### src/rtl/display_power_touch_controller_macros.svh
// assertion macros for the display power and touch controller
// expects clk and arst_n in the scope where a macro is used
`ifndef DISPLAY_POWER_TOUCH_CONTROLLER_MACROS_SVH
`define DISPLAY_POWER_TOUCH_CONTROLLER_MACROS_SVH

// same-cycle implication, disabled during reset
`define DPTC_ASSERT_IMPLY(label, ante, cons) \
	label: assert property (@(posedge clk) disable iff (!arst_n) (ante) |-> (cons)) \
		else $error("dptc assertion failed");

// next-cycle implication, disabled during reset
`define DPTC_ASSERT_NEXT(label, ante, cons) \
	label: assert property (@(posedge clk) disable iff (!arst_n) (ante) |=> (cons)) \
		else $error("dptc assertion failed");

`endif

### src/rtl/dptc_pkg.sv
// shared types and codes for the display power and touch controller
// no dependencies
`timescale 1ns / 1ps

package dptc_pkg;

	// event codes after classification
	localparam logic [3:0] OP_TICK        = 4'd0;
	localparam logic [3:0] OP_PRESS       = 4'd1;
	localparam logic [3:0] OP_LONG_PRESS  = 4'd2;
	localparam logic [3:0] OP_CLICK       = 4'd3;
	localparam logic [3:0] OP_RELEASE     = 4'd4;
	localparam logic [3:0] OP_SLIDER      = 4'd5;
	localparam logic [3:0] OP_SLIDER_DONE = 4'd6;
	localparam logic [3:0] OP_NEXT_PROF   = 4'd7;
	localparam logic [3:0] OP_CLOSE       = 4'd8;
	localparam logic [3:0] OP_NOP         = 4'd9;

	// display modes
	localparam logic [1:0] MODE_ACTIVE = 2'd0;
	localparam logic [1:0] MODE_DIMMED = 2'd1;
	localparam logic [1:0] MODE_OFF    = 2'd2;

	// save request codes
	localparam logic [1:0] SAVE_NONE    = 2'd0;
	localparam logic [1:0] SAVE_LEVEL   = 2'd1;
	localparam logic [1:0] SAVE_PROFILE = 2'd2;

	// configuration register indexes
	localparam logic [2:0] REG_FAST_DIM = 3'd0;
	localparam logic [2:0] REG_FAST_OFF = 3'd1;
	localparam logic [2:0] REG_SLOW_DIM = 3'd2;
	localparam logic [2:0] REG_SLOW_OFF = 3'd3;
	localparam logic [2:0] REG_DIM_CAP  = 3'd4;

	// slider limits
	localparam logic [6:0] LEVEL_MIN = 7'd10;
	localparam logic [6:0] LEVEL_MAX = 7'd100;

	// classified event as held in the queue
	typedef struct packed {
		logic [3:0]  op;
		logic [31:0] now_ms;
		logic [6:0]  level;
	} cmd_t;

	// queue occupancy flags
	typedef struct packed {
		logic full;
		logic empty;
	} q_status_t;

endpackage

### src/rtl/dptc_front.sv
// front end: takes input transfers, classifies opcodes, saturates the slider level
// depends on dptc_pkg
`timescale 1ns / 1ps

module dptc_front import dptc_pkg::*; (
	input  logic        in_valid,
	output logic        in_stall,
	input  logic [3:0]  opcode,
	input  logic [31:0] now_ms,
	input  logic [6:0]  slider_level,
	input  q_status_t   q_status,
	output logic        push,
	output cmd_t        push_cmd
);

	// accept whenever the queue has room
	assign in_stall = q_status.full;
	assign push     = in_valid && !q_status.full;

	// classification and level clamp
	always_comb begin
		push_cmd.now_ms = now_ms;
		if (opcode inside {[OP_TICK:OP_CLOSE]}) begin
			push_cmd.op = opcode;
		end else begin
			push_cmd.op = OP_NOP;
		end
		if (slider_level < LEVEL_MIN) begin
			push_cmd.level = LEVEL_MIN;
		end else if (slider_level > LEVEL_MAX) begin
			push_cmd.level = LEVEL_MAX;
		end else begin
			push_cmd.level = slider_level;
		end
	end

endmodule

### src/rtl/dptc_queue.sv
// short command queue between front and back
// depends on dptc_pkg
`timescale 1ns / 1ps

module dptc_queue import dptc_pkg::*; #(
	parameter int DEPTH = 2
) (
	input  logic      clk,
	input  logic      arst_n,
	input  logic      push,
	input  cmd_t      push_cmd,
	input  logic      pop,
	output cmd_t      head_cmd,
	output q_status_t q_status
);

	localparam int AW = $clog2(DEPTH);
	localparam int CW = $clog2(DEPTH + 1);

	cmd_t          mem_q [DEPTH];
	logic [AW-1:0] wr_ptr_q;
	logic [AW-1:0] rd_ptr_q;
	logic [CW-1:0] count_q;

	assign q_status.full  = (count_q == CW'(DEPTH));
	assign q_status.empty = (count_q == '0);
	assign head_cmd       = mem_q[rd_ptr_q];

	// storage
	always_ff @(posedge clk) begin
		if (push) begin
			mem_q[wr_ptr_q] <= push_cmd;
		end
	end

	// pointers and fill count
	always_ff @(posedge clk or negedge arst_n) begin
		if (!arst_n) begin
			wr_ptr_q <= '0;
			rd_ptr_q <= '0;
			count_q  <= '0;
		end else begin
			if (push) begin
				wr_ptr_q <= (wr_ptr_q == AW'(DEPTH - 1)) ? '0 : wr_ptr_q + 1'b1;
			end
			if (pop) begin
				rd_ptr_q <= (rd_ptr_q == AW'(DEPTH - 1)) ? '0 : rd_ptr_q + 1'b1;
			end
			if (push && !pop) begin
				count_q <= count_q + 1'b1;
			end else if (pop && !push) begin
				count_q <= count_q - 1'b1;
			end
		end
	end

endmodule

### src/rtl/dptc_back.sv
// back end: power state, configuration registers and the output register
// depends on dptc_pkg
`timescale 1ns / 1ps

module dptc_back import dptc_pkg::*; (
	input  logic        clk,
	input  logic        arst_n,
	input  logic        cfg_write,
	input  logic [2:0]  cfg_index,
	input  logic [31:0] cfg_data,
	input  q_status_t   q_status,
	input  cmd_t        head_cmd,
	output logic        pop,
	output logic        out_valid,
	input  logic        out_stall,
	output logic [6:0]  backlight_level,
	output logic        backlight_write,
	output logic [1:0]  display_mode,
	output logic        redraw_running,
	output logic        repaint_now,
	output logic        settings_shown,
	output logic [1:0]  save_request,
	output logic [6:0]  saved_value,
	output logic [1:0]  profile_now
);

	// working copy of the state plus the per-event strobes
	typedef struct packed {
		logic [1:0]  mode;
		logic [6:0]  drv;
		logic [6:0]  chosen;
		logic [1:0]  prof;
		logic [31:0] last;
		logic        wake;
		logic        lng;
		logic        cont;
		logic        pan;
		logic        anim;
		logic        wr;
		logic        rep;
	} st_t;

	logic [31:0] fast_dim_q, fast_off_q, slow_dim_q, slow_off_q;
	logic [6:0]  dim_cap_q;

	st_t         cur_q;
	st_t         nx;
	logic [1:0]  save;
	logic [6:0]  saved;
	logic [31:0] elapsed;
	logic [31:0] dim_lim;
	logic [31:0] off_lim;
	logic        out_valid_q;

	function automatic st_t drive_f(st_t s, logic [6:0] lvl);
		st_t r;
		r = s;
		if (lvl != r.drv) begin
			r.drv = lvl;
			r.wr  = 1'b1;
		end
		return r;
	endfunction

	function automatic st_t enter_f(st_t s, logic [1:0] m, logic [6:0] cap);
		st_t r;
		r = s;
		if (m != r.mode) begin
			r.mode = m;
			case (m)
				MODE_ACTIVE: begin
					r      = drive_f(r, r.chosen);
					r.anim = 1'b1;
					r.rep  = 1'b1;
				end
				MODE_DIMMED: begin
					r      = drive_f(r, (r.chosen < cap) ? r.chosen : cap);
					r.anim = 1'b1;
				end
				default: begin
					r      = drive_f(r, 7'd0);
					r.anim = 1'b0;
				end
			endcase
		end
		return r;
	endfunction

	// take the next command when the output register is free or draining
	assign pop = !q_status.empty && (!out_valid_q || !out_stall);

	// timeout limits of the current profile
	assign elapsed = head_cmd.now_ms - cur_q.last;
	assign dim_lim = (cur_q.prof == 2'd0) ? fast_dim_q : slow_dim_q;
	assign off_lim = (cur_q.prof == 2'd0) ? fast_off_q : slow_off_q;

	// event execution
	always_comb begin
		nx     = cur_q;
		nx.wr  = 1'b0;
		nx.rep = 1'b0;
		save   = SAVE_NONE;
		saved  = 7'd0;
		case (head_cmd.op)
			OP_TICK: begin
				if (!cur_q.pan && cur_q.prof < 2'd2) begin
					if (elapsed >= off_lim) begin
						nx = enter_f(nx, MODE_OFF, dim_cap_q);
					end else if (elapsed >= dim_lim) begin
						nx = enter_f(nx, MODE_DIMMED, dim_cap_q);
					end
				end
			end
			OP_PRESS: begin
				if (!cur_q.cont) begin
					nx.cont = 1'b1;
					nx.wake = (cur_q.mode != MODE_ACTIVE);
					nx.lng  = 1'b0;
					if (cur_q.mode != MODE_ACTIVE) begin
						nx.last = head_cmd.now_ms;
						nx      = enter_f(nx, MODE_ACTIVE, dim_cap_q);
					end
				end
			end
			OP_LONG_PRESS: begin
				if (!cur_q.wake) begin
					nx.lng = 1'b1;
					if (!cur_q.pan) begin
						nx.pan  = 1'b1;
						nx.last = head_cmd.now_ms;
						nx      = enter_f(nx, MODE_ACTIVE, dim_cap_q);
					end
				end
			end
			OP_CLICK: begin
				nx.last = head_cmd.now_ms;
				nx      = enter_f(nx, MODE_ACTIVE, dim_cap_q);
				if (!cur_q.wake && !cur_q.lng && !cur_q.pan) begin
					// brightness steps 40, 70, 100 and back to 40
					if (cur_q.chosen < 7'd40) begin
						nx.chosen = 7'd40;
					end else if (cur_q.chosen < 7'd70) begin
						nx.chosen = 7'd70;
					end else if (cur_q.chosen < 7'd100) begin
						nx.chosen = 7'd100;
					end else begin
						nx.chosen = 7'd40;
					end
					nx    = drive_f(nx, nx.chosen);
					save  = SAVE_LEVEL;
					saved = nx.chosen;
				end
				nx.wake = 1'b0;
				nx.lng  = 1'b0;
			end
			OP_RELEASE: begin
				nx.cont = 1'b0;
			end
			OP_SLIDER: begin
				if (cur_q.pan) begin
					nx.chosen = head_cmd.level;
					nx.mode   = MODE_ACTIVE;
					nx        = drive_f(nx, head_cmd.level);
					nx.last   = head_cmd.now_ms;
				end
			end
			OP_SLIDER_DONE: begin
				if (cur_q.pan) begin
					save  = SAVE_LEVEL;
					saved = cur_q.chosen;
				end
			end
			OP_NEXT_PROF: begin
				if (cur_q.pan) begin
					nx.prof = (cur_q.prof >= 2'd2) ? 2'd0 : cur_q.prof + 2'd1;
					save    = SAVE_PROFILE;
					saved   = {5'd0, nx.prof};
					nx.last = head_cmd.now_ms;
				end
			end
			OP_CLOSE: begin
				if (cur_q.pan) begin
					nx.pan  = 1'b0;
					nx.last = head_cmd.now_ms;
					nx      = enter_f(nx, MODE_ACTIVE, dim_cap_q);
				end
			end
			default: begin
			end
		endcase
	end

	// configuration registers
	always_ff @(posedge clk or negedge arst_n) begin
		if (!arst_n) begin
			fast_dim_q <= 32'd15000;
			fast_off_q <= 32'd45000;
			slow_dim_q <= 32'd30000;
			slow_off_q <= 32'd120000;
			dim_cap_q  <= 7'd12;
		end else if (cfg_write) begin
			case (cfg_index)
				REG_FAST_DIM: fast_dim_q <= cfg_data;
				REG_FAST_OFF: fast_off_q <= cfg_data;
				REG_SLOW_DIM: slow_dim_q <= cfg_data;
				REG_SLOW_OFF: slow_off_q <= cfg_data;
				REG_DIM_CAP:  dim_cap_q  <= cfg_data[6:0];
				default: begin
				end
			endcase
		end
	end

	// power state
	always_ff @(posedge clk or negedge arst_n) begin
		if (!arst_n) begin
			cur_q <= '{mode: MODE_ACTIVE, drv: 7'd70, chosen: 7'd70, prof: 2'd0,
				last: 32'd0, wake: 1'b0, lng: 1'b0, cont: 1'b0, pan: 1'b0,
				anim: 1'b1, wr: 1'b0, rep: 1'b0};
		end else if (pop) begin
			cur_q <= nx;
		end
	end

	// output register control
	always_ff @(posedge clk or negedge arst_n) begin
		if (!arst_n) begin
			out_valid_q <= 1'b0;
		end else if (pop) begin
			out_valid_q <= 1'b1;
		end else if (!out_stall) begin
			out_valid_q <= 1'b0;
		end
	end

	// output payload
	always_ff @(posedge clk) begin
		if (pop) begin
			backlight_level <= nx.drv;
			backlight_write <= nx.wr;
			display_mode    <= nx.mode;
			redraw_running  <= nx.anim;
			repaint_now     <= nx.rep;
			settings_shown  <= nx.pan;
			save_request    <= save;
			saved_value     <= saved;
			profile_now     <= nx.prof;
		end
	end

	assign out_valid = out_valid_q;

endmodule

### src/rtl/display_power_touch_controller.sv
// top level of the display power and touch controller
// depends on dptc_pkg, dptc_front, dptc_queue, dptc_back and the macros header
//
// channel   direction  handshake            payload
// in        sink       in_valid / in_stall  opcode, now_ms, slider_level
// out       source     out_valid / out_stall  backlight_level .. profile_now
// cfg       sink       cfg_write            cfg_index, cfg_data
//
// one event per cycle while not stalled; results pass the queue and then the output register
// the queue pops and the back end runs one command per cycle in a single step, unless stalled
// reset empties the queue, clears out_valid and loads the power state and config defaults
// a stalled output holds the back end; the front keeps taking transfers until the queue fills
`timescale 1ns / 1ps
`include "display_power_touch_controller_macros.svh"

module display_power_touch_controller import dptc_pkg::*; #(
	parameter int QUEUE_DEPTH = 2
) (
	input  logic        clk,
	input  logic        arst_n,
	input  logic        cfg_write,
	input  logic [2:0]  cfg_index,
	input  logic [31:0] cfg_data,
	input  logic        in_valid,
	output logic        in_stall,
	input  logic [3:0]  opcode,
	input  logic [31:0] now_ms,
	input  logic [6:0]  slider_level,
	output logic        out_valid,
	input  logic        out_stall,
	output logic [6:0]  backlight_level,
	output logic        backlight_write,
	output logic [1:0]  display_mode,
	output logic        redraw_running,
	output logic        repaint_now,
	output logic        settings_shown,
	output logic [1:0]  save_request,
	output logic [6:0]  saved_value,
	output logic [1:0]  profile_now
);

	logic      push;
	logic      pop;
	cmd_t      push_cmd;
	cmd_t      head_cmd;
	q_status_t q_status;

	// classify and push
	dptc_front u_front (
		.in_valid     (in_valid),
		.in_stall     (in_stall),
		.opcode       (opcode),
		.now_ms       (now_ms),
		.slider_level (slider_level),
		.q_status     (q_status),
		.push         (push),
		.push_cmd     (push_cmd)
	);

	// decoupling queue
	dptc_queue #(
		.DEPTH (QUEUE_DEPTH)
	) u_queue (
		.clk      (clk),
		.arst_n   (arst_n),
		.push     (push),
		.push_cmd (push_cmd),
		.pop      (pop),
		.head_cmd (head_cmd),
		.q_status (q_status)
	);

	// execute and present results
	dptc_back u_back (
		.clk             (clk),
		.arst_n          (arst_n),
		.cfg_write       (cfg_write),
		.cfg_index       (cfg_index),
		.cfg_data        (cfg_data),
		.q_status        (q_status),
		.head_cmd        (head_cmd),
		.pop             (pop),
		.out_valid       (out_valid),
		.out_stall       (out_stall),
		.backlight_level (backlight_level),
		.backlight_write (backlight_write),
		.display_mode    (display_mode),
		.redraw_running  (redraw_running),
		.repaint_now     (repaint_now),
		.settings_shown  (settings_shown),
		.save_request    (save_request),
		.saved_value     (saved_value),
		.profile_now     (profile_now)
	);

	// off means dark and no redraw
	`DPTC_ASSERT_IMPLY(a_off_dark, out_valid && display_mode == MODE_OFF, backlight_level == 7'd0 && !redraw_running)
	// a repaint only comes with active mode
	`DPTC_ASSERT_IMPLY(a_repaint_active, out_valid && repaint_now, display_mode == MODE_ACTIVE)
	// no stored value without a save request
	`DPTC_ASSERT_IMPLY(a_save_value, out_valid && save_request == SAVE_NONE, saved_value == 7'd0)
	// a push into an empty queue leaves it occupied
	`DPTC_ASSERT_NEXT(a_push_fills, push && q_status.empty, !q_status.empty)

endmodule
### config.mk
export PLATFORM = sky130hd
export DESIGN_NAME = display_power_touch_controller
export DESIGN_NICKNAME = d
export VERILOG_FILES = /design/src/rtl/dptc_pkg.sv /design/src/rtl/dptc_front.sv /design/src/rtl/dptc_queue.sv /design/src/rtl/dptc_back.sv /design/src/rtl/display_power_touch_controller.sv
export VERILOG_INCLUDE_DIRS = /design/src /design/src/rtl
export SDC_FILE = /design/constraint.sdc
export NUM_CORES = 1
export LEC_CHECK = 0
export BUFFER_PORTS_ARGS = -buffer_cell sky130_fd_sc_hd__buf_2
export CAP_MARGIN = 20
export CORE_MARGIN = 2
export CORE_UTILIZATION = 40
export CTS_CLUSTER_DIAMETER = 50
export DETAILED_ROUTE_END_ITERATION = 10
export PLACE_DENSITY = 0.63
export SLEW_MARGIN = 40
export SYNTH_ARGS = -nofsm -noshare
export SYNTH_HDL_FRONTEND = slang
export SYNTH_SLANG_ARGS = --single-unit
export TNS_END_PERCENT = 100
### constraint.sdc
create_clock -name clk -period 6.98 [get_ports clk]
set_input_delay 0.698 -clock clk [delete_from_list [all_inputs] [get_ports clk]]
set_output_delay 0.698 -clock clk [all_outputs]
set_load 0.01 [all_outputs]
==> results.cfg <==
[outcome]
status = finished clean

[routing]
via_count = 12000
drt_iter0_markers = 955
routedWlPerCell_um = 19.2
antenna_left = 0
drcViolationCount = 0
viasPerCell = 5.49
wirelength_um = 41700
dr.pass1.iters = 6

[synth]
synth_edf_count = 110
yosysSeqAreaShare_pct = 48.4
syn_avg_cell_area_um2 = 11.3
syn_nets = 1692
synth_area_um2 = 17000
ys.warnings.count = 0
synthFlopType = dfrtp_1
synthCells = 1505
ys_ff_latch = 305
async_flop_share_pct = 63.9
yosysUniqueCellTypes = 77

[setup_path]
arrival_ns = 6.77
path_class = flop to flop
cp_slowest_stage_delay_ns = 0.63
cp_cell_sequence = mux2i_1, ha_1, inv_1, fa_1, a211o_1, a21oi_1, o21ai_0, a21boi_0, o21ai_1, a21o_1, or2_2, a21oi_1, xnor2_1, ha_1, nand2_1, nor2_1, o221ai_1, a32oi_1, a31oi_1, nor4b_4, o21ai_0, and3_1, o32a_1
crit_required_ns = 7.28
reg2reg_from = u_queue.rd_ptr_q
endpoint_kind = flop
crit_start = u_queue.rd_ptr_q
path_max_fanout = 20
startpoint_type = flop
cp_slowest_cell = dfrtp_2

[power]
finalPower_uw = 10400
p_sw_share_pct = 43.1
internal_power_uw = 5920
switching_power_uw = 4490
p_per_area_nw_per_um2 = 535
power_frac_comb_pct = 54.3
clockPowerShare_pct = 19.2
p_leak_uw = 0.00813
pwr-share-seq_pct = 26.5
max-vdd-ir-drop_uv = 229

[timing]
hold_viol = 0
slew_headroom_pct = 43.0
rsz0062_at_grt = no
worst_pin_slew_ns = 0.848
fmaxAchievable_ghz = 0.155
setup_viol = 0
slew_violations = 0
final.period_utilization_pct = 92.6
finClkSkew_ns = 0.0286
setup_tns_ns = 0
final.min_clock_period_ns = 6.47

[floorplanning]
die_h_um = 210
core_um2 = 41900
rows = 75
dieArea_um2 = 44100
initial_utilization_pct = 40.5
io_pins = 109
die_x_um = 210

[final_layout]
drive_above_1_share_pct = 24.1
fin_nets = 1796
fin_area_um2 = 19500
antenna_cells = 0
fill_cells = 3843
syn2layout_area_growth_pct = 14.6

[run]
drv_cap = 0

[hold_path]
hold_path_class = primary input to asynchronous set/reset pin

[clock_tree]
root_buffer = clkbuf_16
cts_buffers = 41
htreeDepth = 2
cts_tree = done
clkTransAtPathRegs_ns = 0.06
clock_path_buffers = 3
clk_latency_ns = 0.56
cts_num_sinks = 305

[global_routing]
grt_overflow_total = 0
grt_pass1_wl_um = 66600
first_global_vias = 12000
grt_use_total_pct = 19.2
grt_max_degree = 139
antenna_found_initial = 0

[placement]
placed_area_um2 = 18100
port_buffers = 108
dp_hpwl_um = 30400
gp_congestion = 0.905
## power by group through the flow
stage | combinational (µW) | sequential (µW) | clock, µW
detailed placement | 5560 | 2780 | 0
global route | 6320 | 2820 | 2110
floorplan | 4130 | 2660 | 0
CTS | 5610 | 2760 | 2050
finish | 5650 | 2760 | 2000
global placement | 5430 | 2770 | 0
## per-stage QoR
stage	setup WS [ns]	std cells	utilization, %	hold slack (ns)
2_1_floorplan	0.974	1505	-	0.402
3_3_place_gp	0.701	2103	43.2	0.460
3_5_place_dp	0.638	2103	43.2	0.466
4_1_cts	0.574	2175	46.3	0.138
5_1_grt	0.0185	2177	46.4	0.170
6_report	0.513	2177	46.4	0.127
## kinds of logic after synthesis
logic type,Yosys count,synth area share [%]
muxes,244,15.4
DFF,305,48.4
buffers and inverters,157,3.67
and+or+nand+nor,311,8.96
AOI/OAI and AO/OA,332,13.1
adders and majority gates,104,7.70
xor gates and xnor gates,52,2.68
## Yosys cell counts, types with 12 or more instances
| master | instances | area (µm²) |
|---|---|---|
| a211oi_1 | 14 | 105 |
| a21o_1 | 29 | 218 |
| a21oi_1 | 74 | 370 |
| buf_1 | 15 | 56.3 |
| clkbuf_1 | 39 | 146 |
| dfrtp_1 | 156 | 3900 |
| dfstp_2 | 39 | 1020 |
| edfxtp_1 | 110 | 3300 |
| ha_1 | 103 | 1290 |
| inv_1 | 93 | 349 |
| mux2_2 | 137 | 1540 |
| mux2i_1 | 105 | 1050 |
| nand2_1 | 110 | 413 |
| nand2b_1 | 20 | 125 |
| nand3_1 | 18 | 90.1 |
| nor2_1 | 70 | 263 |
| nor3_1 | 19 | 95.1 |
| o21a_1 | 12 | 90.1 |
| o21ai_0 | 71 | 355 |
| o31ai_1 | 38 | 285 |
| xnor2_1 | 36 | 315 |
| xor2_1 | 16 | 140 |
## cell usage in the layout (no fill, tap or decap), types with 5 or more instances in the layout
| master | count |
|---|---|
| inv_1 | 93 |
| o31ai_1 | 38 |
| nand2b_1 | 20 |
| a21oi_1 | 73 |
| a22o_1 | 7 |
| nor3b_1 | 5 |
| buf_2 | 107 |
| edfxtp_1 | 110 |
| clkbuf_16 | 41 |
| a31oi_1 | 9 |
| a211oi_1 | 14 |
| nor2b_1 | 11 |
| o211ai_1 | 7 |
| nand2_1 | 110 |
| mux2_2 | 137 |
| o21ai_0 | 70 |
| and3_1 | 10 |
| nand3_1 | 18 |
| clkbuf_1 | 5 |
| dfrtp_1 | 155 |
| or2_2 | 9 |
| dfstp_2 | 39 |
| nor2_1 | 66 |
| o21a_1 | 12 |
| buf_4 | 13 |
| a21o_1 | 29 |
| ha_1 | 103 |
| clkinv_2 | 8 |
| nor3_1 | 18 |
| xnor2_1 | 36 |
| a211o_1 | 5 |
| xor2_1 | 16 |
| mux2i_1 | 105 |
| nand4_1 | 11 |
## layer usage
metal | GRT usage [%] | share of wire (%)
met1 | 25.2 | 44
met2 | 32.1 | 48
met3 | 2.91 | 4.7
met4 | 7.41 | 3.3
met5 | 0 | 0
## path summary, 6_finish.rpt
kind	slack, ns	cells after the start	to
worst max-delay path	0.51	23	u_back.backlight_level[6]
worst min-delay path	0.13	1	u_back.cur_q[3]
worst max register to register	0.51	23	u_back.backlight_level[6]
worst min register to register	0.47	2	u_back.cur_q[20]
max in group asynchronous	5.63	3	u_back.slow_off_q[15]
min in group clk	0.34	1	u_queue.mem_q[0][11]
## sequential cells by signal (all words and copies together), names as in the netlist, 7 cells and up
name / count
u_back.dim_cap_q: 7
u_back.fast_off_q: 32
u_back.cur_q: 55
u_back.slow_off_q: 32
u_back.fast_dim_q: 32
u_back.saved_value: 7
u_queue.mem_q: 86
u_back.backlight_level: 7
u_back.slow_dim_q: 32
## area by class of cell
cell class	count	area, µm²	share of cell area [%]
Timing Repair Buffer	125	734	3.77
Inverter	93	349	1.79
Clock inverter	23	214	1.10
Clock buffer	49	1090	5.58
Sequential cell	305	8230	42.3
Tap cell	539	674	3.46
Multi-Input combinational cell	1043	8180	42.0
## critical path: cells and delay by family, from the launching register on
kind / cells / cell delay, ns
multiplexers: 1 / 0.30
adder cells (fa/ha/maj): 3 / 1.00
AO/OA/AOI/OAI: 12 / 2.78
buffers and inverters: 1 / 0.06
XOR/XNOR: 1 / 0.14
flip-flops: 1 / 0.63
AND/OR/NAND/NOR: 5 / 1.30
## timing repair
action | 4_1_cts | 5_1_grt
resized for setup | 0 | 0
endpoints found under the setup margin | 0 | 1
setup buffers | 0 | 1
hold buffers | 0 | 0
Note: power is estimated with default switching activity, not from simulation.
